[config.mk]
export PLATFORM = sky130hd
export DESIGN_NAME = mm4_ram
export DESIGN_NICKNAME = d
export VERILOG_FILES = /design/src/hw/rtl/mm4_ram.sv
export SDC_FILE = /design/constraint.sdc
export NUM_CORES = 1
export LEC_CHECK = 0
export BUFFER_PORTS_ARGS = -buffer_cell sky130_fd_sc_hd__buf_2
export CELL_PAD_IN_SITES_DETAIL_PLACEMENT = 0
export CELL_PAD_IN_SITES_GLOBAL_PLACEMENT = 2
export CORE_ASPECT_RATIO = 1.4
export CORE_MARGIN = 2
export CORE_UTILIZATION = 53
export CTS_CLUSTER_SIZE = 20
export DETAILED_ROUTE_END_ITERATION = 16
export PLACE_DENSITY_LB_ADDON = 0.1
export SKIP_CTS_REPAIR_TIMING = 1
export SLEW_MARGIN = 20
export SYNTH_ARGS = -nofsm -noshare
export SYNTH_HDL_FRONTEND = slang
export SYNTH_SLANG_ARGS = --single-unit
[constraint.sdc]
create_clock -name clk -period 7.3 [get_ports clk]
set_input_delay 0.73 -clock clk [delete_from_list [all_inputs] [get_ports clk]]
set_output_delay 0.73 -clock clk [all_outputs]
set_load 0.005 [all_outputs]
[src/hw/rtl/mm4_ram.sv]
// Generic single-write, single-read RAM with registered read data.
// No dependencies.
module mm4_ram #(
    parameter int WIDTH = 32,
    parameter int DEPTH = 16
) (
    input  logic                     clk,
    input  logic                     wr_en,
    input  logic [$clog2(DEPTH)-1:0] wr_addr,
    input  logic [WIDTH-1:0]         wr_data,
    input  logic [$clog2(DEPTH)-1:0] rd_addr,
    output logic [WIDTH-1:0]         rd_data
);

    logic [WIDTH-1:0] mem_reg [DEPTH];
    logic [WIDTH-1:0] rd_data_reg;

    always_ff @(posedge clk)
    begin
        if (wr_en)
        begin
            mem_reg[wr_addr] <= wr_data;
        end
        rd_data_reg <= mem_reg[rd_addr];
    end

    assign rd_data = rd_data_reg;

endmodule

After elaboration in Yosys (flattened, before gate mapping) --
Memory sizes are Yosys's and may differ from the RTL's. A register that Yosys moved wholly into a read port is not among the register bits. Cells that the tools add are included.
Operators by class: muxes and demuxes 2
Operator list (count):
- 1-bit two-way mux | 2
Storage, ports and cells: word-level logic and storage cells 3, register bits after elaboration 0, memories 1, RAM bits 512, input port bits 42, output and inout port bits 32
Memory list:
- mem_reg | depth 16, bits a word 32, read ports 1, clocked after Yosys merged registers in 1, wr ports 1, line 15 | logic [WIDTH-1:0] mem_reg [DEPTH];

Logic depth before layout (Yosys ltp) --
depth after elaboration 2, depth in mapped cells 5, gate-level depth less buffers 3

Worst setup path after synthesis --
OpenSTA, ideal clock, no wires.
kind in2reg, from in wr_addr[2], to mem mem_reg[0][0] (enable), slack 3.390 ns, buffers on the path 0, setup time 0.461 ns, required time 6.839 ns, arrival time 3.448 ns, cell stages on the path 2, path through or3b_2 nor3_1
RTL lines:
- from (decl) | line 9 | input logic [$clog2(DEPTH)-1:0] wr_addr,
- to (decl) | line 15
Straight into the memory's write port.

==> PnR_summary.wiki <==
{| class="wikitable"
! Metric !! Value
|-
| Run status || finished, final reports clean
|-
| Multi-input gate area in the final layout || 3750 sq um
|-
| Critical path startpoint category || input pin
|-
| Mean number of vias per cell || 6.20
|-
| Aggregate global routing overflow || 0
|-
| Std cell rows || 83
|-
| Number of synthesized register bits || 544
|-
| Clock transition time at the flip-flop clock pins of the worst setup and hold paths || 60 ps
|-
| Number of nets in the layout || 983
|-
| Share of power burned in combinational logic || 4.6%
|-
| Max-slew violation count || 0
|-
| Clock root buffer || clkbuf_16
|-
| CTS tree || done
|-
| Final count of hold timing violations || 0
|-
| Peak supply drop || 0.222 mV
|-
| Post-synth design cell area || 19900 sq um
|-
| Insertion delay to the later sink of the worst-skew pair || 550 ps
|-
| Clock buffer count from CTS || 48
|-
| N_diodes || 0
|-
| Synth Area per Inst || 23.7 sq um
|-
| Sequential-to-total area share from yosys stat || 80.7%
|-
| Die span in y || 233 microns
|-
| Period minus WS final || 2660 ps
|-
| Total routing resource utilization after global routing || 21.8%
|-
| WP buf/inv || 2
|-
| Setup WS post-layout || 4640 ps
|-
| Clock Power Share || 39.3%
|-
| Type of the most critical hold path || in -> reg
|-
| Die Wd || 168 microns
|-
| Worst clock skew || 7.37 ps
|-
| Dpl ws || 3690 ps
|-
| Fin crit share || 36.4%
|-
| Unrepaired setup endpoints after global routing || no
|-
| Delay of the slowest cell on the worst path || 720 ps
|-
| Placed wire-length estimate || 18.9 mm
|-
| Req. time, crit path || 7740 ps
|-
| Max H-tree Level || 2
|-
| Classification of the worst setup path || in -> reg
|-
| Number of global-route vias before repair || 9527
|-
| Net switching power figure || 1.22 mW
|-
| Max-Slew Margin vs Limit || 35.3%
|-
| Area Overhead vs Synth || 13.0%
|-
| Post-route setup TNS || 0 ps
|-
| Power density normalized to cell area || 279 nW/um^2
|-
| Average wire per cell in the routed design || 28.2 microns
|-
| Number of standard cells after synthesis || 838
|-
| Internal power of the cells || 5.05 mW
|-
| Iteration-0 DRC Markers || 859
|-
| Number of sinks on the clock net || 544
|-
| DRC violation count after routing || 0
|-
| Sum of internal, switching and leakage power || 6.26 mW
|-
| Utilization after layout || 61.0%
|-
| Antenna violations before repair || 1
|-
| Final Hold Slack || 541 ps
|-
| Kind of end point of the critical path || flop
|-
| Port buffer count || 73
|-
| Flip-flop count of the largest register after layout || 512
|-
| Antenna Violating Nets Remaining || 0
|-
| Fraction of layout cells with a size suffix above 1 || 31.4%
|-
| Max Buffers Root-to-Sink || 3
|-
| Post-synthesis cell type count || 18
|-
| Filler cell count in the final layout || 2578
|-
| Slowest stage cell on the critical path || clkbuf_8
|-
| Yosys Warn Count || 0
|-
| Detailed-route via count || 8960
|-
| Core Box Area || 36800 sq um
|-
| Maximum number of pins on one net before global-route repair || 78
|-
| Seq. cell area || 16000 sq um
|-
| Register share of total power || 56.0%
|-
| Total I/O pin count || 74
|-
| Max Cap Violations || 0
|-
| Largest fanout on the critical path || 77
|-
| Signal arrival time at the worst endpoint || 3100 ps
|-
| Gp weighted congestion || 0.682
|-
| Total Routed Length || 40.8 mm
|-
| Leakage dissipation || 7.20 nW
|-
| Final setup viols || 0
|-
| Critical path cell sequence || clkbuf_8 -> buf_6 -> mux4_2 -> a22oi_1 -> nand2_1
|-
| Area enclosed by the die boundary || 39000 sq um
|-
| Number of nets in the synthesized netlist || 880
|-
| Slew at the pin with the worst max-slew slack || 970 ps
|-
| F_max || 0.376 GHz
|-
| Wire length of the first global-routing pass || 60.2 mm
|-
| Cell family with the largest share of critical-path delay || buffers and inverters
|-
| Detailed-router iteration count before antenna repair || 5
|-
| Fraction of power spent switching nets || 19.4%
|-
| Effective utilization at floorplan || 54.0%
|}
-- cell usage after synthesis --
library cell | instances | area [sq um]
a22oi_1 | 64 | 480
and2_1 | 1 | 6.26
buf_1 | 9 | 33.8
buf_2 | 4 | 20.0
buf_4 | 11 | 82.6
buf_6 | 2 | 22.5
clkbuf_1 | 17 | 63.8
dfxtp_1 | 32 | 641
edfxtp_1 | 512 | 15400
mux4_2 | 128 | 2880
nand2_1 | 33 | 124
nand2b_1 | 2 | 12.5
nand3_1 | 1 | 5.00
nand3b_1 | 2 | 15.0
nor2_1 | 13 | 48.8
nor2b_1 | 2 | 12.5
nor3_1 | 4 | 20.0
or3b_2 | 1 | 8.76
-- placed cells by master (no fill, tap or decap), drive strengths merged --
cell type,n
edfxtp,512
buf,95
or3b,1
nand2b,2
nor2,13
nor2b,2
nand2,33
clkbuf,72
clkinv,11
nand3b,2
nand3,1
bufinv,4
a22oi,64
mux4,128
and2,1
dfxtp,32
nor3,4
-- kinds of logic after synthesis --
group	Yosys count	synth area share, %
DFF	544	80.7
muxes	128	14.5
AOI/OAI and AO/OA	64	2.42
and+or+nand+nor	59	1.27
buffers and inverters	43	1.12
-- routing by layer --
metal  vias up  GRT usage, %  part of all wire, %
met5         -             0                0.032
met4         2          5.82                  2.2
met3        67          3.21                  6.1
met2       288          36.5                   51
met1      4830          30.5                   41
li1       3773             -                    -
-- cell type report --
type,instances,share of cell area (%)
timing repair buffer,96,2.46
clock buffer,71,6.10
sequential,544,71.4
clock inverter,15,0.758
tap,467,2.60
multi-input combinational,251,16.7
-- power by group through the flow --
stage | Sequential, mW | Combinational [mW] | Clock [mW]
finish | 3.51 | 0.291 | 2.46
global route | 3.52 | 0.317 | 2.63
CTS | 3.51 | 0.297 | 2.51
detailed placement | 3.58 | 0.296 | 0
global placement | 3.57 | 0.285 | 0
floorplan | 3.58 | 0.168 | 0
-- worst reg2reg max path: stages (launching register included) --
cell and delay, ps:
edfxtp_1 370, mux4_2 470, a22oi_1 220, nand2_1 140
-- worst paths after layout --
check             depth (start not counted)  slack (ps)                      start                         to
hold / removal                            1         540                wr_data[30]  mem_reg[12][30]$_DFFE_PP_
setup / recovery                          5        4640                 rd_addr[0]        rd_data[15]$_DFF_P_
hold reg to reg                           3         670  mem_reg[12][30]$_DFFE_PP_        rd_data[30]$_DFF_P_
setup reg to reg                          3        5980    mem_reg[3][4]$_DFFE_PP_         rd_data[4]$_DFF_P_
-- stage by stage --
stage,cell area (sq um),cells
2_1_floorplan,19900,838
3_3_place_gp,20900,1358
3_5_place_dp,20900,1358
4_1_cts,22400,1444
5_1_grt,22400,1444
6_report,22400,1444
Power figures use the tool's default switching activity.
