===== config.mk =====
export PLATFORM = sky130hd
export DESIGN_NAME = mm4_lane
export DESIGN_NICKNAME = d
export VERILOG_FILES = /design/src/hw/rtl/mm4_pkg.sv /design/src/hw/rtl/mm4_ram.sv /design/src/hw/rtl/mm4_lane.sv
export SDC_FILE = /design/constraint.sdc
export NUM_CORES = 2
export LEC_CHECK = 0
export ABC_AREA = 1
export BUFFER_PORTS_ARGS = -buffer_cell sky130_fd_sc_hd__buf_4
export CAP_MARGIN = 30
export CORE_MARGIN = 2
export CORE_UTILIZATION = 70
export DETAILED_ROUTE_END_ITERATION = 10
export PLACE_DENSITY = 0.88
export SLEW_MARGIN = 20
export SYNTH_ARGS = -nofsm -noshare
export SYNTH_HDL_FRONTEND = slang
export SYNTH_HIERARCHICAL = 1
export SYNTH_SLANG_ARGS = --single-unit
export TNS_END_PERCENT = 20

===== constraint.sdc =====
create_clock -name clk -period 14.7 [get_ports clk]
set_input_delay 1.47 -clock clk [delete_from_list [all_inputs] [get_ports clk]]
set_output_delay 1.47 -clock clk [all_outputs]
set_load 0.01 [all_outputs]

===== src/hw/rtl/mm4_pkg.sv =====
// Shared constants, beat types and pipeline control struct for the 4x4 matrix multiply core.
// No dependencies.
package mm4_pkg;

    localparam int DIM       = 4;
    localparam int FRAC_BITS = 16;
    localparam int CELLS     = DIM * DIM;
    localparam int DATA_W    = 32;
    localparam int PROD_W    = 2 * DATA_W;
    localparam int ACC_W     = PROD_W + $clog2(DIM);
    localparam int IDX_W     = $clog2(DIM);
    localparam int CELL_W    = $clog2(CELLS);

    localparam logic [DATA_W-1:0] SAT_MAX = {1'b0, {(DATA_W-1){1'b1}}};
    localparam logic [DATA_W-1:0] SAT_MIN = {1'b1, {(DATA_W-1){1'b0}}};

    typedef struct packed {
        logic signed [DATA_W-1:0] a_elem;
        logic signed [DATA_W-1:0] b_elem;
    } mm4_in_t;

    typedef struct packed {
        logic signed [DATA_W-1:0] product_elem;
        logic                     last_elem;
    } mm4_out_t;

    // flags that travel with each dot-product step
    typedef struct packed {
        logic valid;
        logic first;
        logic last;
        logic row_last;
    } mm4_stage_t;

endpackage


===== src/hw/rtl/mm4_ram.sv =====
// Generic single-write, single-read RAM with registered read data.
// No dependencies.
module mm4_ram #(
    parameter int WIDTH = 32,
    parameter int DEPTH = 16
) (
    input  logic                     clk,
    input  logic                     wr_en,
    input  logic [$clog2(DEPTH)-1:0] wr_addr,
    input  logic [WIDTH-1:0]         wr_data,
    input  logic [$clog2(DEPTH)-1:0] rd_addr,
    output logic [WIDTH-1:0]         rd_data
);

    logic [WIDTH-1:0] mem_reg [DEPTH];
    logic [WIDTH-1:0] rd_data_reg;

    always_ff @(posedge clk)
    begin
        if (wr_en)
        begin
            mem_reg[wr_addr] <= wr_data;
        end
        rd_data_reg <= mem_reg[rd_addr];
    end

    assign rd_data = rd_data_reg;

endmodule


===== src/hw/rtl/mm4_lane.sv =====
// One dot-product lane: holds one column of B, multiplies, accumulates, shifts and saturates.
// Depends on mm4_pkg and mm4_ram.
module mm4_lane (
    input  logic                        clk,
    input  logic                        wr_en,
    input  logic [mm4_pkg::IDX_W-1:0]   wr_addr,
    input  logic [mm4_pkg::DATA_W-1:0]  wr_data,
    input  logic [mm4_pkg::IDX_W-1:0]   rd_addr,
    input  logic [mm4_pkg::DATA_W-1:0]  a_data,
    input  mm4_pkg::mm4_stage_t         stage,
    output logic [mm4_pkg::DATA_W-1:0]  product_elem
);

    logic [mm4_pkg::DATA_W-1:0]        b_data;
    logic signed [mm4_pkg::DATA_W-1:0] a_s;
    logic signed [mm4_pkg::DATA_W-1:0] b_s;
    logic signed [mm4_pkg::PROD_W-1:0] product_reg;
    logic signed [mm4_pkg::ACC_W-1:0]  acc_reg;
    logic signed [mm4_pkg::ACC_W-1:0]  acc_next;
    logic signed [mm4_pkg::ACC_W-1:0]  shifted;
    logic [mm4_pkg::ACC_W-mm4_pkg::DATA_W:0] upper;
    logic                              fits;

    mm4_ram #(
        .WIDTH (mm4_pkg::DATA_W),
        .DEPTH (mm4_pkg::DIM)
    ) u_col_ram (
        .clk     (clk),
        .wr_en   (wr_en),
        .wr_addr (wr_addr),
        .wr_data (wr_data),
        .rd_addr (rd_addr),
        .rd_data (b_data)
    );

    assign a_s = $signed(a_data);
    assign b_s = $signed(b_data);

    always_comb
    begin
        if (stage.first)
        begin
            acc_next = mm4_pkg::ACC_W'(product_reg);
        end
        else
        begin
            acc_next = acc_reg + mm4_pkg::ACC_W'(product_reg);
        end
    end

    always_ff @(posedge clk)
    begin
        product_reg <= a_s * b_s;
        if (stage.valid)
        begin
            acc_reg <= acc_next;
        end
    end

    assign shifted = acc_reg >>> mm4_pkg::FRAC_BITS;
    assign upper   = shifted[mm4_pkg::ACC_W-1:mm4_pkg::DATA_W-1];
    assign fits    = (&upper) | ~(|upper);

    always_comb
    begin
        if (fits)
        begin
            product_elem = shifted[mm4_pkg::DATA_W-1:0];
        end
        else if (acc_reg[mm4_pkg::ACC_W-1])
        begin
            product_elem = mm4_pkg::SAT_MIN;
        end
        else
        begin
            product_elem = mm4_pkg::SAT_MAX;
        end
    end

endmodule


# Yosys cells after proc, flatten, opt, wreduce, memory -nomap -nowiden
# Memories as Yosys holds them, arrays and structs flattened. A register that Yosys moved wholly into a read port is not among the register bits.
# Index checks and enable logic that the tools add are counted.
[word_totals] inputBits=74 output_inout_bits=32 mem_bits_rw=128 mem_count=1 reg_bits=130
[op_classes] n_bitwise=2 reduce_logical=2 muxes=5 multipliers=1 add_sub_neg=1
[mem_list] memory="u_col_ram.mem_reg" depth=4 width=32 rd=1 rd_clocked_by_memory_dff=1 write_ports=1 line="mm4_ram.sv:15" source="logic [WIDTH-1:0] mem_reg [DEPTH];"
[ops] op="$add A66 B64 Y66" count=1
[ops] op="$mux W66" count=1
[ops] op="$mul A32 B32 Y64" count=1
[ops] op="$mux W32" count=2
[ops] op="$reduce_and A19 Y1" count=1
[ops] op="$reduce_or A19 Y1" count=1
[ops] op="$mux W1" count=2
[ops] op="$not A1 Y1" count=1
[ops] op="$or A1 B1 Y1" count=1

# Depth between registers and ports, before layout
[depth] depth_word=4 ltp_mapped=31

# Cells and area by module
# The synthesis kept the hierarchy.
[by_module_without_submodules] mod="mm4_lane" cells_per_inst=6281 area_each_um2=47873.4 n_inst=1 seq_area_each_um2=3263.1
[by_module_without_submodules] mod="mm4_ram" cells_per_inst=541 area_each_um2=6078.3 n_inst=1 seq_area_each_um2=4484.3

# Least setup slack after synthesis
# OpenSTA, ideal clock, no wires.
[synth_timing] path_type="input to register" from="input port a_data[31] in the netlist's numbering" to="register product_reg[54] in the netlist's numbering" required_ps=14587 n_path_buf=1 stages=28 setup_ps=113 arrival_time_ps=8175 slack_ps=6412 cell_sequence="clkbuf_1 > nand2_1 > inv_1 > fa_1 > fa_1 > inv_1 > fa_1 > inv_1 > fa_1 > inv_1 > fa_1 > inv_1 > fa_1 > inv_1 > fa_1 > inv_1 > fa_1 > ha_1 > nand2_1 > nor2_1 > inv_2 > nor2_1 > inv_1 > nor2_1 > and3_1 > nand2_1 > nand4_1 > nand2_1"
[synth_via] elab_chain_len=1
[synth_rtl] element="start: declaration" line="mm4_lane.sv:9" source="input logic [mm4_pkg::DATA_W-1:0] a_data,"
[synth_rtl] element="$mul A32 B32 Y64" line="mm4_lane.sv:53" source="product_reg <= a_s * b_s;"
[synth_rtl] element="end signal: assignment" line="mm4_lane.sv:53"
[synth_rtl] element="end: declaration" line="mm4_lane.sv:17" source="logic signed [mm4_pkg::PROD_W-1:0] product_reg;"
# No other way between the ends.
# A chain may end at the register's enable or synchronous reset.

# Worst setup path after layout
[layout_timing] from="input port a_data[31] in the netlist's numbering" to="register product_reg[61] in the netlist's numbering"
# Same word-level chain as after synthesis.

==> results by group <==
Finish
  – Synth-to-Final Area Change: 4.95%
  – Design area: 0.0566 mm^2
  – Share of post-route cells with drive strength above 1: 4.86%
  – N_diodes: 0
  – Final nets: 8,174
  – Max FFs per register: 128
  – Fill count: 5,381
  – Most frequent cells in the layout: inv_1, nand2_1, fa_1
  – Commonest non-fill, non-tap cell in the layout: inv_1
  – Finished Layout Cells: 7,823

STA
  – Slew margin rel.: 33.7%
  – Hold slack: 0.535 ns
  – RSZ-0062 raised after global routing: false
  – Fmax: 112 MHz
  – Tmin final: 8.96 ns
  – Period utilization: 60.9%
  – Count of final hold-check violations: 0
  – Setup_tns: 0 ns
  – Fin. max-slew vios: 0
  – Final setup viols: 0
  – Worst Skew: 0.0220 ns
  – Worst-margin pin slew: 0.994 ns

Critical path
  – Crit-path most repeated cell: inv_1
  – Crit path to: product_reg[61]
  – Crit path kind: in2reg
  – CP Launch Point: a_data[31]
  – WP data arrival: 9.40 ns
  – Bufs and invs on worst path: 10
  – Setup crit end kind: flip-flop
  – Reg2Reg Setup Slack: 6.17 ns
  – CP delay by family, top: adder cells
  – Slowest-stage cell, CP: fa_1
  – Reg2reg end: product_reg[61]
  – FF-to-FF path depth: 27
  – Max FO, Critical Path: 32
  – Reg2reg start: u_col_ram/rd_data[5]
  – Worst path required time: 15.14 ns
  – Largest stage delay on the critical path: 0.96 ns
  – Startpoint Class: input pin
  – Stages on worst setup path: 27

Yosys
  – Sequential-to-total area share from yosys stat: 14.4%
  – Cell Area, Synth: 0.0540 mm^2
  – Seq cells post-synth: 290
  – Syn nets: 8,228
  – Most used DFF post-synth: edfxtp_1
  – Mapped Cells: 6,822
  – Yosys warnings: 6
  – Post-synth cell types: 49
  – Average size of a mapped cell: 7.91 um^2
  – Number of enable flip-flop cells after synthesis: 194
  – Ys async rst share: 0%

CTS
  – Postcts setup bufs: 0
  – H-tree levels: 2
  – CTS tree: done
  – PostCTS Resize Cnt: 0
  – Clock transition at the registers of the reported paths: 0.06 ns
  – Clock Tree Buf Depth: 3
  – Hold-fix buffers, CTS: 0
  – Root buffer cell: clkbuf_16
  – CTS Buf Count: 34
  – CTS sink cnt: 290
  – Clk Latency, worst-skew pair: 0.56 ns

GRT
  – Initial antenna violation count: 1
  – First-pass GRT wire length: 249 mm
  – Largest net degree at the start of global routing: 67
  – GR Overflow Total: 0
  – Vias in the first global route: 47,800
  – Total GRT Usage: 41.2%

Placed design
  – I/O Buffers: 103
  – Placed cells: 7,762
  – Routability cong.: 1.01
  – Placement Cell Area: 0.0554 mm^2
  – HPWL after DPL: 123 mm

Drt
  – ANT nets after route: 0
  – DRT iter0 DRCs: 4,084
  – Drt wl/cell: 19.8 um
  – DR pass1 iterations: 9
  – # DRC: 0
  – Routed WL: 155 mm
  – Vias per cell: 5.64
  – Via count: 44,100

Floorplan
  – Core Region: 0.0761 mm^2
  – Die Y: 282 um
  – DIE AREA: 0.0793 mm^2
  – FP Rows: 101
  – Initial Util: 70.9%
  – Die width: 282 um
  – Ports: 106

Worst hold path
  – Min-Delay Path Class: reg2reg

Job
  – Max Cap Viol: 0

Status
  – Outcome: completed
-- cell families after synthesis --
logic type | synth area share (%)
and+or+nand+nor | 18.9
buffers and inverters | 15.7
adders and majority gates | 46.0
AOI/OAI and AO/OA | 3.91
DFF | 14.4
xor gates and xnor gates | 1.17
-- through the flow --
stage / setup slack (ns) / utilization, %
CTS: 5.82 / 74.4
detailed placement: 5.26 / 72.8
global placement: 5.36 / 72.8
global route: 5.23 / 74.4
floorplan: 6.41 / -
finish: 5.74 / 74.4
-- synth_stat cells (4+ instances only) --
| cell type | number | area [um^2] |
|---|---|---|
| inv_1 | 1956 | 7340 |
| nand2_1 | 1874 | 7030 |
| fa_1 | 1083 | 21700 |
| nor2_1 | 266 | 998 |
| ha_1 | 249 | 3120 |
| clkbuf_1 | 211 | 792 |
| nand3_1 | 200 | 1000 |
| edfxtp_1 | 194 | 5830 |
| a21oi_1 | 171 | 856 |
| o21ai_0 | 102 | 510 |
| dfxtp_1 | 96 | 1920 |
| xor2_1 | 45 | 394 |
| inv_2 | 41 | 154 |
| nor2_2 | 33 | 206 |
| o21bai_1 | 33 | 248 |
| nand4_1 | 28 | 175 |
| o21ai_1 | 28 | 140 |
| xnor2_1 | 27 | 236 |
| nand3b_1 | 24 | 180 |
| nor3_1 | 20 | 100 |
| or2_2 | 18 | 113 |
| nor4_1 | 13 | 81.3 |
| nand2_2 | 11 | 68.8 |
| o21a_1 | 11 | 82.6 |
| a21o_1 | 10 | 75.1 |
| buf_2 | 10 | 50.1 |
| or2_1 | 8 | 50.1 |
| buf_6 | 7 | 78.8 |
| nand3_2 | 7 | 70.1 |
| a21boi_0 | 5 | 37.5 |
| a31oi_1 | 5 | 31.3 |
| nor2_4 | 5 | 56.3 |
| a21oi_2 | 4 | 35.0 |
| and3_1 | 4 | 25.0 |
| buf_4 | 4 | 30.0 |
-- worst min path at each step --
stage,start,slack (ns),endpoint,depth (start not counted)
CTS,u_col_ram/mem_reg[0][21],0.54,u_col_ram/rd_data[21],4
floorplan,u_col_ram/mem_reg[0][29],0.50,u_col_ram/rd_data[29],4
global route,u_col_ram/mem_reg[3][15],0.55,u_col_ram/rd_data[15],4
global placement,u_col_ram/mem_reg[0][30],0.51,u_col_ram/rd_data[30],4
finish,u_col_ram/mem_reg[0][21],0.54,u_col_ram/rd_data[21],4
detailed placement,u_col_ram/mem_reg[0][29],0.51,u_col_ram/rd_data[29],4
-- worst min-delay path, cell delays in order (launching register included) --
cell      delay [ns]
edfxtp_1        0.32
inv_1           0.04
nand2_1         0.05
nand3_1         0.06
nand2_1         0.05
-- routing by layer --
| metal | share of wire (%) | track usage [%] | wire, um |
|---|---|---|---|
| met5 | 0.0084 | 0.183 | 13 |
| met4 | 6.4 | 22.1 | 9900 |
| met3 | 10 | 7.78 | 15900 |
| met2 | 47 | 68.1 | 73100 |
| met1 | 36 | 51.7 | 55800 |
-- layout make-up --
class	count	area, um^2	area share, %
clock buffer	46	1040	1.84
clock inverter	15	186	0.329
inverter	1999	7500	13.3
multi-input combinational	4300	37800	66.7
sequential	290	7750	13.7
tap	1030	1290	2.28
timing repair buffer	143	1090	1.92
Power is left out: the tool's default activity adds up to more than one toggle a clock period on the data nets, which glitch-free logic cannot reach.
