[config.mk]
export PLATFORM = sky130hd
export DESIGN_NAME = mm4_merge
export DESIGN_NICKNAME = d
export VERILOG_FILES = /design/src/hw/rtl/mm4_pkg.sv /design/src/hw/rtl/mm4_merge.sv
export SDC_FILE = /design/constraint.sdc
export NUM_CORES = 1
export LEC_CHECK = 0
export ABC_AREA = 1
export BUFFER_PORTS_ARGS = -buffer_cell sky130_fd_sc_hd__buf_2
export CORE_ASPECT_RATIO = 0.7
export CORE_MARGIN = 10
export CORE_UTILIZATION = 30
export CTS_CLUSTER_DIAMETER = 50
export DETAILED_ROUTE_END_ITERATION = 8
export GPL_TIMING_DRIVEN = 1
export PLACE_DENSITY = 0.52
export SLEW_MARGIN = 0
export SYNTH_ARGS = -nofsm -noshare
export SYNTH_HDL_FRONTEND = slang
export SYNTH_SLANG_ARGS = --single-unit
[constraint.sdc]
create_clock -name clk -period 2.7 [get_ports clk]
set_input_delay 0 -clock clk [delete_from_list [all_inputs] [get_ports clk]]
set_output_delay 0 -clock clk [all_outputs]
set_load 0.02 [all_outputs]
[src/hw/rtl/mm4_pkg.sv]
// Shared constants, beat types and pipeline control struct for the 4x4 matrix multiply core.
// No dependencies.
package mm4_pkg;

    localparam int DIM       = 4;
    localparam int FRAC_BITS = 16;
    localparam int CELLS     = DIM * DIM;
    localparam int DATA_W    = 32;
    localparam int PROD_W    = 2 * DATA_W;
    localparam int ACC_W     = PROD_W + $clog2(DIM);
    localparam int IDX_W     = $clog2(DIM);
    localparam int CELL_W    = $clog2(CELLS);

    localparam logic [DATA_W-1:0] SAT_MAX = {1'b0, {(DATA_W-1){1'b1}}};
    localparam logic [DATA_W-1:0] SAT_MIN = {1'b1, {(DATA_W-1){1'b0}}};

    typedef struct packed {
        logic signed [DATA_W-1:0] a_elem;
        logic signed [DATA_W-1:0] b_elem;
    } mm4_in_t;

    typedef struct packed {
        logic signed [DATA_W-1:0] product_elem;
        logic                     last_elem;
    } mm4_out_t;

    // flags that travel with each dot-product step
    typedef struct packed {
        logic valid;
        logic first;
        logic last;
        logic row_last;
    } mm4_stage_t;

endpackage

[src/hw/rtl/mm4_merge.sv]
// Merge stage: captures one finished row from all lanes and sends it out one beat per cycle.
// Depends on mm4_pkg.
module mm4_merge (
    input  logic                       clk,
    input  logic                       rst_n,
    input  mm4_pkg::mm4_stage_t        stage,
    input  logic [mm4_pkg::DATA_W-1:0] lane_elem [mm4_pkg::DIM],
    output mm4_pkg::mm4_out_t          result,
    output logic                       result_strobe
);

    logic [mm4_pkg::DATA_W-1:0] hold_reg [mm4_pkg::DIM];
    logic                       row_last_reg;
    logic [mm4_pkg::IDX_W-1:0]  cnt_reg;
    logic [mm4_pkg::IDX_W-1:0]  cnt_next;
    logic                       active_reg;
    logic                       active_next;
    logic                       cap;
    logic                       cnt_end;
    mm4_pkg::mm4_out_t          result_reg;
    logic                       strobe_reg;

    assign cap     = stage.valid & stage.last;
    assign cnt_end = (cnt_reg == mm4_pkg::IDX_W'(mm4_pkg::DIM - 1));

    always_comb
    begin
        cnt_next    = cnt_reg;
        active_next = active_reg;
        if (cap)
        begin
            cnt_next    = '0;
            active_next = 1'b1;
        end
        else if (active_reg)
        begin
            if (cnt_end)
            begin
                cnt_next    = '0;
                active_next = 1'b0;
            end
            else
            begin
                cnt_next = cnt_reg + 1'b1;
            end
        end
    end

    always_ff @(posedge clk or negedge rst_n)
    begin
        if (!rst_n)
        begin
            cnt_reg    <= '0;
            active_reg <= 1'b0;
            strobe_reg <= 1'b0;
        end
        else
        begin
            cnt_reg    <= cnt_next;
            active_reg <= active_next;
            strobe_reg <= active_reg;
        end
    end

    always_ff @(posedge clk)
    begin
        if (cap)
        begin
            hold_reg     <= lane_elem;
            row_last_reg <= stage.row_last;
        end
        result_reg.product_elem <= hold_reg[cnt_reg];
        result_reg.last_elem    <= row_last_reg & cnt_end;
    end

    assign result        = result_reg;
    assign result_strobe = strobe_reg;

endmodule

## Yosys cells after proc, flatten, opt, wreduce, memory -nomap -nowiden

Index checks and enable logic that the tools add are counted.

| cells by class | value |
|---|---|
| add/sub/neg operators | 1 |
| magnitude comparators | 1 |
| eq/ne operators | 1 |
| mux-type cells | 9 |
| bitwise logic cells | 3 |
| reduce and logical (&&, ||, !) cells | 1 |

Operators by type and width:

| operator | count |
|---|---|
| binary-select mux 32 bit (select 2 bit) | 1 |
| 2-to-1 mux 32 bit | 2 |
| 2-to-1 mux 2 bit | 3 |
| >= comparator 3 bit, second input constant | 1 |
| 2-to-1 mux 1 bit | 3 |
| NOT 2 -> 3 bit | 1 |
| adder 2 x 1 -> 2 bit, second input constant | 1 |
| AND 1 bit | 2 |
| equality test 2 bit, second input constant | 1 |
| nonzero test 2 bit | 1 |

| word-level totals | value |
|---|---|
| register bits | 166 |
| input bits | 134 |
| output and inout port bits | 34 |
| word-level logic and storage cells | 26 |

## Logic depth before layout (Yosys ltp)

Gate-level depths: netlist of run 1.

| depth | value |
|---|---|
| depth after elaboration | 4 |
| depth in mapped cells | 5 |
| depth with buffers taken out | 4 |

## Worst setup path before layout of run 1

OpenSTA, ideal clock, no wires.

| path | value |
|---|---|
| path type | input to register |
| from | in stage[3] (netlist bit) |
| to | reg hold_reg[0] (netlist bit) (enable) |
| setup time | 0.482 ns |
| data arrival time | 2.600 ns |
| data required time | 2.218 ns |
| path slack | -0.382 ns |
| stages on the path | 2 |
| path buffers | 0 |
| path through | nand2_1 > inv_1 |

| between the ends | value |
|---|---|
| cells in the longest elaborated chain, start to end | 1 |

Ends and longest elaborated chain:

| what | RTL line | RTL |
|---|---|---|
| from (decl) | mm4_merge.sv:6 | `input mm4_pkg::mm4_stage_t stage,` |
| AND 1 bit | mm4_merge.sv:23 | `assign cap = stage.valid & stage.last;` |
| net cap | mm4_merge.sv:18 | `logic cap;` |
| to (signal assigned) | mm4_merge.sv:69 | `hold_reg <= lane_elem;` |
| to (decl) | mm4_merge.sv:12 | `logic [mm4_pkg::DATA_W-1:0] hold_reg [mm4_pkg::DIM];` |

The timed path passes the listed nets, and every way through them passes these cells.
A chain may end at the register's enable or synchronous reset.

## Worst setup path in the final report of run 1

| path | value |
|---|---|
| from | reg cnt_reg[0] (netlist bit) |
| to | reg cnt_reg[1] (netlist bit) |

| between the ends | value |
|---|---|
| cells in the longest elaborated chain, start to end | 4 |
| elaborated cells on any way between the ends | 5 |
| classes of those cells | add/sub (1); eq/ne (1); mux (3) |

Ends and longest elaborated chain:

| what | RTL line | RTL |
|---|---|---|
| from (decl) | mm4_merge.sv:14 | `logic [mm4_pkg::IDX_W-1:0] cnt_reg;` |
| from (signal assigned) | mm4_merge.sv:59 | `cnt_reg <= cnt_next;` |
| adder 2 x 1 -> 2 bit or equality test 2 bit (tied branches) | mm4_merge.sv:44, mm4_merge.sv:24 |  |
| 2-to-1 mux 2 bit * | mm4_merge.sv:37 | `if (cnt_end)` |
| 2-to-1 mux 2 bit * | mm4_merge.sv:35 | `else if (active_reg)` |
| 2-to-1 mux 2 bit * | mm4_merge.sv:30 | `if (cap)` |

Mark *: on every way between the ends. The rest lies on a longest branch, timed or not. The select of a mux whose other input is x is not followed.

==> results of run 1 <==
==> placed cells by master (no fill, tap or decap), types with 4 or more instances in the layout <==
cell type | Yosys | final
buf_2 | 14 | 166
buf_4 | 1 | 4
bufinv_16 | 0 | 4
clkbuf_16 | 0 | 17
clkinvlp_4 | 0 | 4
dfxtp_1 | 33 | 33
dlygate4sd3_1 | 0 | 133
edfxtp_1 | 129 | 129
inv_1 | 132 | 131
nand2_1 | 163 | 163
nand3_1 | 66 | 66
==> synth_stat cells <==
master | instances | area share
dfxtp_1 | 33 | 0.11
buf_2 | 14 | 0.011
clkbuf_1 | 1 | 0.00060
inv_1 | 132 | 0.079
nand3_1 | 66 | 0.053
nand2_1 | 163 | 0.098
dfrtp_1 | 4 | 0.016
inv_2 | 1 | 0.00060
buf_6 | 4 | 0.0072
nor2_1 | 3 | 0.0018
o21ai_0 | 2 | 0.0016
buf_4 | 1 | 0.0012
ha_1 | 1 | 0.0020
edfxtp_1 | 129 | 0.62
==> power by group <==
group	switching [µW]	internal, µW	leakage [µW]	total, µW
registers	179	3200	0.00153	3380
logic	1410	762	0.00252	2170
clock network	996	1630	0.000304	2630
==> final timing paths <==
path / to / depth (start not counted) / start
worst max-delay path: cnt_reg[1] / 4 / cnt_reg[0]
worst min-delay path: hold_reg[123] / 2 / lane_elem[123]
worst max register to register: cnt_reg[1] / 4 / cnt_reg[0]
worst min register to register: result_strobe / 0 / active_reg
max in group asynchronous: cnt_reg[0] / 3 / rst_n
min in group asynchronous: result_strobe / 3 / rst_n
==> through the flow <==
| stage | std cells | utilization | cell area (µm²) | total power (µW) |
|---|---|---|---|---|
| 2_1_floorplan | 554 | - | 6240 | 4755 |
| 3_3_place_gp | 982 | 0.3576 | 7362 | 5500 |
| 3_5_place_dp | 982 | 0.3576 | 7362 | 5512 |
| 4_1_cts | 1147 | 0.4535 | 9336 | 8329 |
| 5_1_grt | 1147 | 0.4535 | 9336 | 8670 |
| 6_report | 1147 | 0.4535 | 9336 | 8177 |
==> logic make-up (layout without fill, tap and decap cells) <==
kind of cell    after synthesis  after routing
buf+inv                     153            470
flops                       166            166
fa+ha+maj                     1              1
compound gates                2              2
simple gates                232            232
==> routing by layer <==
metal	GRT usage	up-vias
met2	0.1984	129
met5	0	-
met1	0.1538	2135
met4	0.04068	0
met3	0.04781	16
li1	-	2336
==> area by class of cell <==
type / instances / area (µm²)
Clock inverter: 10 / 168.9
Sequential cell: 166 / 4637
Inverter: 133 / 503.0
Timing Repair Buffer: 305 / 2232
Fill cell: 1887 / 11250
Multi-Input combinational cell: 235 / 975.9
Tap cell: 276 / 345.3
Clock buffer: 22 / 474.2
==> worst max-delay path, stage by stage, from the launching register on <==
cell and delay (ns):
dfrtp_2 0.64, buf_4 0.58, ha_1 0.33, nor2_1 0.12, nor2_1 0.05
==> what timing repair did <==
item                                   in CTS  in global routing
setup endpoints to repair                   0                  0
endpoints found under the hold margin     136                  0
hold buffers                              133                  0
==> metrics.md, run 1 <==
| Metric | Value |
|---|---|
| Outcome | finished clean |
| Layout cells sized above 1 | 0.2365 |
| Fin crit share | 0.6809 |
| DRC | 0 |
| Slew Limit Headroom | 0.5326 |
| Max-slew violations | 0 |
| Post-Syn Area | 6236 µm² |
| Top layer in use | met4 |
| Clock Pin Slew Worst Setup and Hold Paths | about 0.070 ns |
| Post-DR vias/cell | between 4 and 5 |
| Post-Synth Simple-Gate Area | 0.1529 |
| Total leakage power | around 0.0044 µW |
| DR WL met2 | between 7000 and 8000 µm |
| Hold slack | between 0.2 and 0.3 ns |
| 1st-iter DRT viols | approximately 180 |
| Initial antenna violation count | 0 |
| Total Routing Usage GR | 0.1252 |
| Fmax | 543.9 MHz |
| Fin crit period | ~1.8 ns |
| Ports | 168 |
| Port Buffers | roughly 170 |
| CP Class | reg -> reg |
| Place WS | 0.7843 ns |
| Sequential cell area fraction in the yosys report | 0.7432 |
| First-pass GRT wire length | 26080 µm |
| CP Capture Type | flip-flop |
| Drt first pass iters | 4 |
| WL met1 | 7167 µm |
| R2R Setup Slk | roughly 0.86 ns |
| Worst setup SP type | flip-flop |
| Initial Util | 0.3029 |
| Complex-gate fraction of the synthesized area | 0.001605 |
| Die area | about 27000 µm² |
| Setup TNS | 0 ns |
| Die W | 192.3 µm |
| Worst-margin pin slew | approximately 0.7 ns |
| H-tree depth | 4 |
| Synth Area in XOR/XNOR | 0 |
| Hold Violations, Final | 0 |
| Post-CTS Setup Bufs | 0 |
| Clock Path Buffers | 2 |
| Cells after synthesis | 554 |
| Clk Latency, worst-skew pair | roughly 0.43 ns |
| Max FFs per register | 128 |
| Total Routed Length | 16490 µm |
| Post-detail-place hpwl | roughly 9900 µm |
| Adder-cell share of the synthesized area | 0.002006 |
| Synthesis-to-finish area growth | 49.72% |
| Syn Nets | 689 |
| Critical Path RT | ~3 ns |
| Final setup violation count | 0 |
| Worst VDD drop | about 0.43 mV |
| Arrival time worst endpoint | roughly 2.2 ns |
| Fin Clk Skew | 0.01086 ns |
| #FFs+latches synth | 166 |
| Via count | between 4000 and 5000 |
| Critical Path Fanout Max | a little under 50 |
| Yosys warning count | 0 |
| Inserted Diodes | 0 |
| Cell variety after synth | 14 |
| Number of global-route vias before repair | about 4800 |
| Post-synthesis mux area share | 0 |
| CTS root buf | clkbuf_16 |
| Final worst slack | between 0.8 and 0.9 ns |
| Largest net degree at the start of global routing | between 70 and 80 |
| Largest family of logic cells by synthesized area | simple AND/OR/NAND/NOR gates |
| # rows | 44 |
| Grt total ovfl | 0 |
| RSZ-0062 raised after global routing | false |
| Max Cap Viol | 0 |
| Hold/Removal Path Class | in -> reg |
| Die height | ~140 µm |
| CTS tree | built |
| Antenna Nets Post-Route | 0 |
| Final #Nets | ~990 |
| Routed met3 length | around 1200 µm |
| Core area | 20590 µm² |
| Cell Pwr Density | ~900 nW/µm² |
| CTS buffer count | 17 |
| Post_cts resized | 0 |
| Final Wtd Congestion | around 0.7 |
| Routed len/inst | 14.37 µm |
| Clock Sinks | approximately 170 |
| Syn avg cell area | ~11 µm² |
Power figures use the tool's default switching activity.
==> run 2: changes to the inputs <==
- PLACE_DENSITY: 0.52 -> 0.53
- clock period: 2.7 -> 1.5 ns (I/O delays scaled with it)
==> run 2 against run 1 <==
Setup slack got worse by 0.62 ns; total power up 71%; cell area down 0.62%; critical path depth unchanged; sequential cell count stayed put; global-route usage grew 0.19 points; clock power up 46%; final cell count up 0.61%; register-to-register slack worse by 0.62 ns; worst hold slack improved by 0.012 ns; sequential power grew 79%; combinational power up 88%; largest cell class unchanged.
==> metrics.md, run 2 (synthesized netlist as in run 1, its figures left out) <==
| Metric | Value |
|---|---|
| Max stage delay on crit path | 0.44 ns (-0.20 ns) |
| Most frequent CP cell | nand2_1 |
| Outcome | finished clean |
| Slew Limit Headroom | 0.7115 (+0.1788) |
| Placed Cells | 987 (+0.51%) |
| Hold Violations, Final | 0 (unchanged) |
| Hold_buf cts | 133 (unchanged) |
| Worst R2R Path Depth | 4 (unchanged) |
| Source of the worst register-to-register timing path | cnt_reg[0] |
| Post_cts resized | 0 (unchanged) |
| Antenna Nets Post-Route | 0 (unchanged) |
| Layout cells sized above 1 | 0.2363 (about the same) |
| Initial antenna violation count | 2 (+2) |
| Critical Path RT | 1.80 ns (-1.21 ns) |
| CP startpoint | cnt_reg[0] |
| Total Routed Length | 16690 µm (+1.2%) |
| Hold/Removal Path Class | in -> reg |
| Crit-path cells | buf_4 -> nand2_1 -> nand3_1 -> nand2_1 |
| CTS root buf | clkbuf_16 |
| Commonest non-fill, non-tap cells in the layout | 166 x buf_2, 162 x nand2_1, 133 x dlygate4sd3_1, 131 x inv_1, 129 x edfxtp_1 |
| Ports | 168 (unchanged) |
| Max Cap Viol | 0 (unchanged) |
| Final #Nets | 998 (+0.50%) |
| Core area | 20590 µm² (unchanged) |
| Clk Latency, worst-skew pair | 0.42 ns (about the same) |
| Worst VDD drop | 0.7203 mV (+68%) |
| CP Capture Type | flip-flop |
| Clock Pin Slew Worst Setup and Hold Paths | 0.07 ns (about the same) |
| Multi-input logic area | 992.2 µm² (+1.7%) |
| Post-CTS Setup Bufs | 0 (unchanged) |
| Layout fillers | 1884 (-0.16%) |
| Final Non-Filler Cells | 1154 (+0.61%) |
| Die height | 140.6 µm (unchanged) |
| Drt first pass iters | 4 (unchanged) |
| # rows | 44 (unchanged) |
| Synthesis-to-finish area growth | 48.80% |
| Fin Clk Skew | 0.008615 ns (-0.002247 ns) |
| Grt total ovfl | 0 (unchanged) |
| Instance count on the critical path | 4 (unchanged) |
| Fin crit period | 1.256 ns (-0.5824 ns) |
| Via count | 4566 (-1.1%) |
| Total Routing Usage GR | 0.1271 (+0.001923) |
| Cell Pwr Density | 1504 nW/µm² (+72%) |
| Fmax | 796.2 MHz (+46%) |
| Largest delay contributor family on the critical path | flip-flops |
| Arrival time worst endpoint | 1.56 ns (-0.59 ns) |
| Initial Util | 0.3029 (unchanged) |
| Routed len/inst | 14.46 µm (+0.62%) |
| Worst Path Buf+Inv | 1 (unchanged) |
| Hold slack | 0.2826 ns (+0.01193 ns) |
| RSZ-0062 raised after global routing | false |
| Max-slew violations | 0 (unchanged) |
| Clock Sinks | 166 (unchanged) |
| Commonest non-fill, non-tap cell in the layout | buf_2 |
| Post-DR vias/cell | 3.957 (-1.7%) |
| Largest net degree at the start of global routing | 55 (-27%) |
| Register area | 4636 µm² (about the same) |
| CTS tree | built |
| R2R Setup Slk | 0.24 ns (-0.62 ns) |
| Crit path to | result[17] |
| Post-detail-place hpwl | 10310 µm (+4.4%) |
| Setup TNS | 0 ns (unchanged) |
| First-pass GRT wire length | 26440 µm (+1.4%) |
| CP max-delay cell | dfrtp_2 |
| Final Wtd Congestion | 0.7145 (+2.8%) |
| Worst-margin pin slew | 0.4328 ns (-0.2683 ns) |
| Fin crit share | 0.8374 (+0.1565) |
| Clock Path Buffers | 2 (unchanged) |
| Port Buffers | 166 (unchanged) |
| CP Class | reg -> reg |
| Total leakage power | 0.004331 µW (-0.66%) |
| DRC | 0 (unchanged) |
| Die W | 192.3 µm (unchanged) |
| Die area | 27050 µm² (unchanged) |
| CTS buffer count | 17 (unchanged) |
| Final setup violation count | 0 (unchanged) |
| Worst reg2reg endpoint | result[17] |
| 1st-iter DRT viols | 191 (+7.9%) |
| Worst setup SP type | flip-flop |
| Number of global-route vias before repair | 4884 (+2.1%) |
| Final core utilization | 0.4507 (-0.002796) |
| Critical Path Fanout Max | 34 (-31%) |
| Max FFs per register | 128 (unchanged) |
| H-tree depth | 4 (unchanged) |
==> run 2: cell types whose count changed in the layout (fill, tap and decap cells not counted), sizes merged <==
cell / previous run / this run
bufinv: 4 / 0
inv: 134 / 132
diode: 0 / 2
clkinv: 1 / 8
clkbuf: 22 / 20
buf: 172 / 177
clkinvlp: 4 / 5
==> run 2: final cells by class <==
type                            instances  share of cell area
Sequential cell                       166              0.4996
Timing Repair Buffer                  310              0.2473
Multi-Input combinational cell        235              0.1069
Inverter                              133             0.05421
Clock buffer                           20             0.04706
Tap cell                              276             0.03722
Clock inverter                         12            0.007147
Antenna cell                            2           0.0005394
==> run 2: stage by stage <==
stage / instance area, µm² / power, µW / setup WS (ns)
global placement: 7440 / 10010 / 0.2482
CTS: 9274 / 14200 / 0.2270
finish: 9279 / 13950 / 0.2440
global route: 9279 / 14890 / 0.1094
floorplan: 6256 / 8562 / -0.8461
detailed placement: 7440 / 10040 / 0.2448
==> run 2: worst min path at each step <==
stage,start,endpoint,slack [ns],depth (start not counted)
after global placement,rst_n,result_strobe,-0.19,1
after detailed placement,rst_n,result_strobe,-0.19,1
final,lane_elem[82],hold_reg[82],0.28,2
after global routing,lane_elem[39],hold_reg[39],0.27,2
after CTS,lane_elem[70],hold_reg[70],0.25,2
after floorplan,rst_n,active_reg,-0.30,0
==> run 2: metal layers <==
| layer | wire, µm | GRT usage |
|---|---|---|
| met4 | 163 | 0.03621 |
| met2 | 7736 | 0.2004 |
| met5 | 0 | 0 |
| met1 | 7549 | 0.1580 |
| met3 | 1242 | 0.05002 |
==> run 2: worst register-to-register path, cell delays in order, from the launching register on <==
cell and delay [ns]:
dfrtp_2 0.44, buf_4 0.42, nand2_1 0.14, nand3_1 0.10, nand2_1 0.06
==> run 2: report_power, final <==
| group | total (µW) | internal (µW) | switching [µW] |
|---|---|---|---|
| clock network | 3850 | 2080 | 1770 |
| registers | 6040 | 5760 | 278 |
| logic | 4070 | 1470 | 2590 |
==> run 3: changes to the inputs <==
- ABC_AREA: 1 -> 0
- PLACE_DENSITY: 0.53 -> 0.54
- clock period: 1.5 -> 1.02 ns (I/O delays scaled with it)
==> run 3 against run 2 <==
The flow now finishes with violations (setup timing); count of clock-buffer cells in the layout rose by 2; sequential power rose by 46%; wire length fell by 18%; combinational power rose by 19%; utilization rose by 3.7 points; synthesized cell count fell by 61%; clock skew fell by 0.00052 ns; sequential cell count did not move; register-to-register slack got worse by 0.55 ns; cell area fell by 5.4%; largest cell class unchanged.
==> metrics.md, run 3 <==
| Metric | Value |
|---|---|
| Die area | 24240 µm² (-10%) |
| 1st-iter DRT viols | 141 (-26%) |
| Arrival time worst endpoint | 1.66 ns (+0.10 ns) |
| Hold Violations, Final | 0 (unchanged) |
| Commonest non-fill, non-tap cells in the layout | 166 x buf_2, 131 x dlygate4sd3_1, 129 x edfxtp_1, 33 x dfxtp_1, 32 x mux4_2 |
| Outcome | finished with violations |
| Complex-gate fraction of the synthesized area | 0.002957 (+0.001351) |
| Total leakage power | 0.003418 µW (-21%) |
| Ports | 168 (unchanged) |
| Largest net degree at the start of global routing | 24 (-56%) |
| Worst setup SP type | flip-flop |
| CTS root buf | clkbuf_16 |
| Critical Path RT | 1.36 ns (-0.44 ns) |
| Syn avg cell area | 25.47 µm² (+130%) |
| Post-synth top flop | edfxtp_1 |
| Clock Sinks | 166 (unchanged) |
| Clock Path Buffers | 2 (unchanged) |
| Synthesis-to-finish area growth | 59.56% |
| Drt first pass iters | 6 (+2) |
| Synth Area in XOR/XNOR | 0 (unchanged) |
| # rows | 41 (-6.8%) |
| Hold/Removal Path Class | in -> reg |
| Dominant cells by area after synthesis | edfxtp_1 70%, mux4_2 13%, dfxtp_1 12% |
| Clk Latency, worst-skew pair | 0.41 ns (about the same) |
| Final worst slack | -0.3051 ns (-0.5491 ns) |
| Initial Util | 0.3055 (+0.002670) |
| Via count | 3308 (-28%) |
| Slew Limit Headroom | 0.7998 (+0.08833) |
| CP Capture Type | flip-flop |
| CP Class | reg -> reg |
| Cell taking the most area after synthesis | edfxtp_1 |
| Final setup violation count | 36 (+36) |
| Cell variety after synth | 17 (+3) |
| Synth top cells by count | 129 x edfxtp_1, 33 x dfxtp_1, 32 x mux4_2, 4 x dfrtp_1 |
| Sw Share | 0.2585 (-0.07384) |
| Critical Path Fanout Max | 4 (-88%) |
| Grt total ovfl | 0 (unchanged) |
| Final Wtd Congestion | 0.7234 (+1.2%) |
| H-tree depth | 4 (unchanged) |
| Clock Pin Slew Worst Setup and Hold Paths | 0.06 ns (about the same) |
| Post-synthesis mux area share | 0.1328 (+0.1328) |
| Syn Nets | 351 (-49%) |
| Core area | 18010 µm² (-13%) |
| Seq pwr share | 0.435 (+0.002) |
| CTS buffer count | 17 (unchanged) |
| Max FFs per register | 128 (unchanged) |
| Cells after synthesis | 216 (-61%) |
| Pint | 15020 µW (+61%) |
| Final #Nets | 685 (-31%) |
| #FFs+latches synth | 166 (unchanged) |
| Die W | 181.9 µm (-5.4%) |
| Combinational group share of total power | 0.238 (-0.053) |
| Commonest non-fill, non-tap cell in the layout | buf_2 |
| Cell Pwr Density | 2308 nW/µm² (+53%) |
| Fmax | 754.6 MHz (-5.2%) |
| RSZ-0062 raised after global routing | true |
| Largest family of logic cells by synthesized area | multiplexers |
| Worst VDD drop | 1.179 mV (+64%) |
| Final core utilization | 0.4875 (+0.03687) |
| Count leader, synth | edfxtp_1 |
| Yosys top cell area share | 0.7041 (+0.08293) |
| Psw | 5238 µW (+13%) |
| Post-DR vias/cell | 4.135 (+4.5%) |
| Post-Synth Simple-Gate Area | 0.005686 (-0.1472) |
| Total Routed Length | 13650 µm (-18%) |
| Max-slew violations | 0 (unchanged) |
| Layout fillers | 1479 (-21%) |
| Antenna Nets Post-Route | 0 (unchanged) |
| First-pass GRT wire length | 21710 µm (-18%) |
| Die height | 133.3 µm (-5.2%) |
| Sequential cell area fraction in the yosys report | 0.8424 (+0.09921) |
| Adder-cell share of the synthesized area | 0.002274 (+0.0002679) |
| Max Cap Viol | 0 (unchanged) |
| Yosys warning count | 0 (unchanged) |
| Placed Cells | 635 (-36%) |
| Routed len/inst | 17.06 µm (+18%) |
| Layout cells sized above 1 | 0.4529 (+0.2166) |
| Fin crit share | 1.299 (+0.4618) |
| CTS tree | built |
| Number of global-route vias before repair | 3969 (-19%) |
| DRC | 0 (unchanged) |
| Fin crit period | 1.325 ns (+0.06910 ns) |
| Total Routing Usage GR | 0.1156 (-0.01146) |
| Final Non-Filler Cells | 800 (-31%) |
| Worst-margin pin slew | 0.3003 ns (-0.1325 ns) |
| Post-Syn Area | 5502 µm² (-12%) |
| Port Buffers | 166 (unchanged) |
| Post-detail-place hpwl | 9066 µm (-12%) |
| Initial antenna violation count | 1 (-1) |
| Failing checks | setup timing |
| Async SR Flop Fraction | 0.02410 (unchanged) |
| Fin Clk Skew | 0.008100 ns (-0.0005151 ns) |
| Clk pwr share | 0.326 (+0.050) |
| Post-synth EDFFs | 129 (unchanged) |
run 3: cell count changes after synthesis, moves of 11 or more:
cell	before	now
mux4_2	0	32
inv_1	132	1
nand3_1	66	0
nand2_1	163	0
buf_2	14	3
run 3: layout make-up:
type,instances,area [µm²],share of cell area
diodes,1,2.502,0.0002851
flip-flops and latches,166,4637,0.5282
well taps,236,295.3,0.03364
repair buffers,323,2425,0.2762
clock buffers,22,454.2,0.05174
multi-input cells,41,805.8,0.09179
inverters,1,3.754,0.0004276
clock inverters,10,155.1,0.01767
run 3: power groups by stage:
stage	Sequential, µW	Clock (µW)	Combinational [µW]
after global routing	8920	7080	5200
after detailed placement	8960	0	4470
after floorplan	9740	0	2120
final	8820	6610	4830
after CTS	8840	6850	4910
after global placement	8950	0	4420
run 3: metrics by stage:
stage | setup TNS, ns | setup WS (ns) | hold WS [ns] | cell area (µm²) | total power, µW
global route | -10.82 | -0.3496 | 0.1139 | 8778 | 21210
finish | -8.809 | -0.3051 | 0.1189 | 8778 | 20260
CTS | -9.358 | -0.3126 | 0.09947 | 8776 | 20600
detailed placement | -9.132 | -0.3114 | -0.1835 | 6835 | 13430
floorplan | -54.10 | -0.3599 | -0.2956 | 5525 | 11850
global placement | -8.344 | -0.2743 | -0.1897 | 6835 | 13380
run 3: final timing paths:
check | start | end | slack [ns] | cells after the start
hold reg to reg | row_last_reg | result[0] | 0.45 | 1
max in group asynchronous | rst_n | cnt_reg[1] | 0.30 | 3
hold / removal | stage[1] | hold_reg[63] | 0.12 | 3
setup / recovery | cnt_reg[0] | cnt_reg[0] | -0.31 | 4
setup reg to reg | cnt_reg[0] | cnt_reg[0] | -0.31 | 4
min in group asynchronous | rst_n | result_strobe | 0.52 | 3
run 3: layer usage:
layer,GRT usage,vias up,share of wire
met1,0.1393,1606,0.44
met2,0.1826,125,0.47
met3,0.04167,21,0.070
met5,0,-,0
li1,-,1556,-
met4,0.05228,0,0.018
run 3: timing repair:
item / 4_1_cts / 5_1_grt
resized for setup: 2 / 0
hold buffers: 131 / 0
buffers inserted: 1 / 0
endpoints found under the hold margin: 133 / 0
cloned: 0 / 0
endpoints found under the setup margin: 36 / 36
run 3: cell families after synthesis:
family                   count (synthesis)
flip-flops                             166
multiplexers                            33
buffers and inverters                    9
AND/OR/NAND/NOR                          5
AO/OA/AOI/OAI                            2
adder cells (fa/ha/maj)                  1
run 3: critical path, stage by stage, from the launching register on:
cell     delay, ns
dfrtp_2       0.45
buf_4         0.16
ha_4          0.15
or3b_1        0.38
a21oi_2       0.11
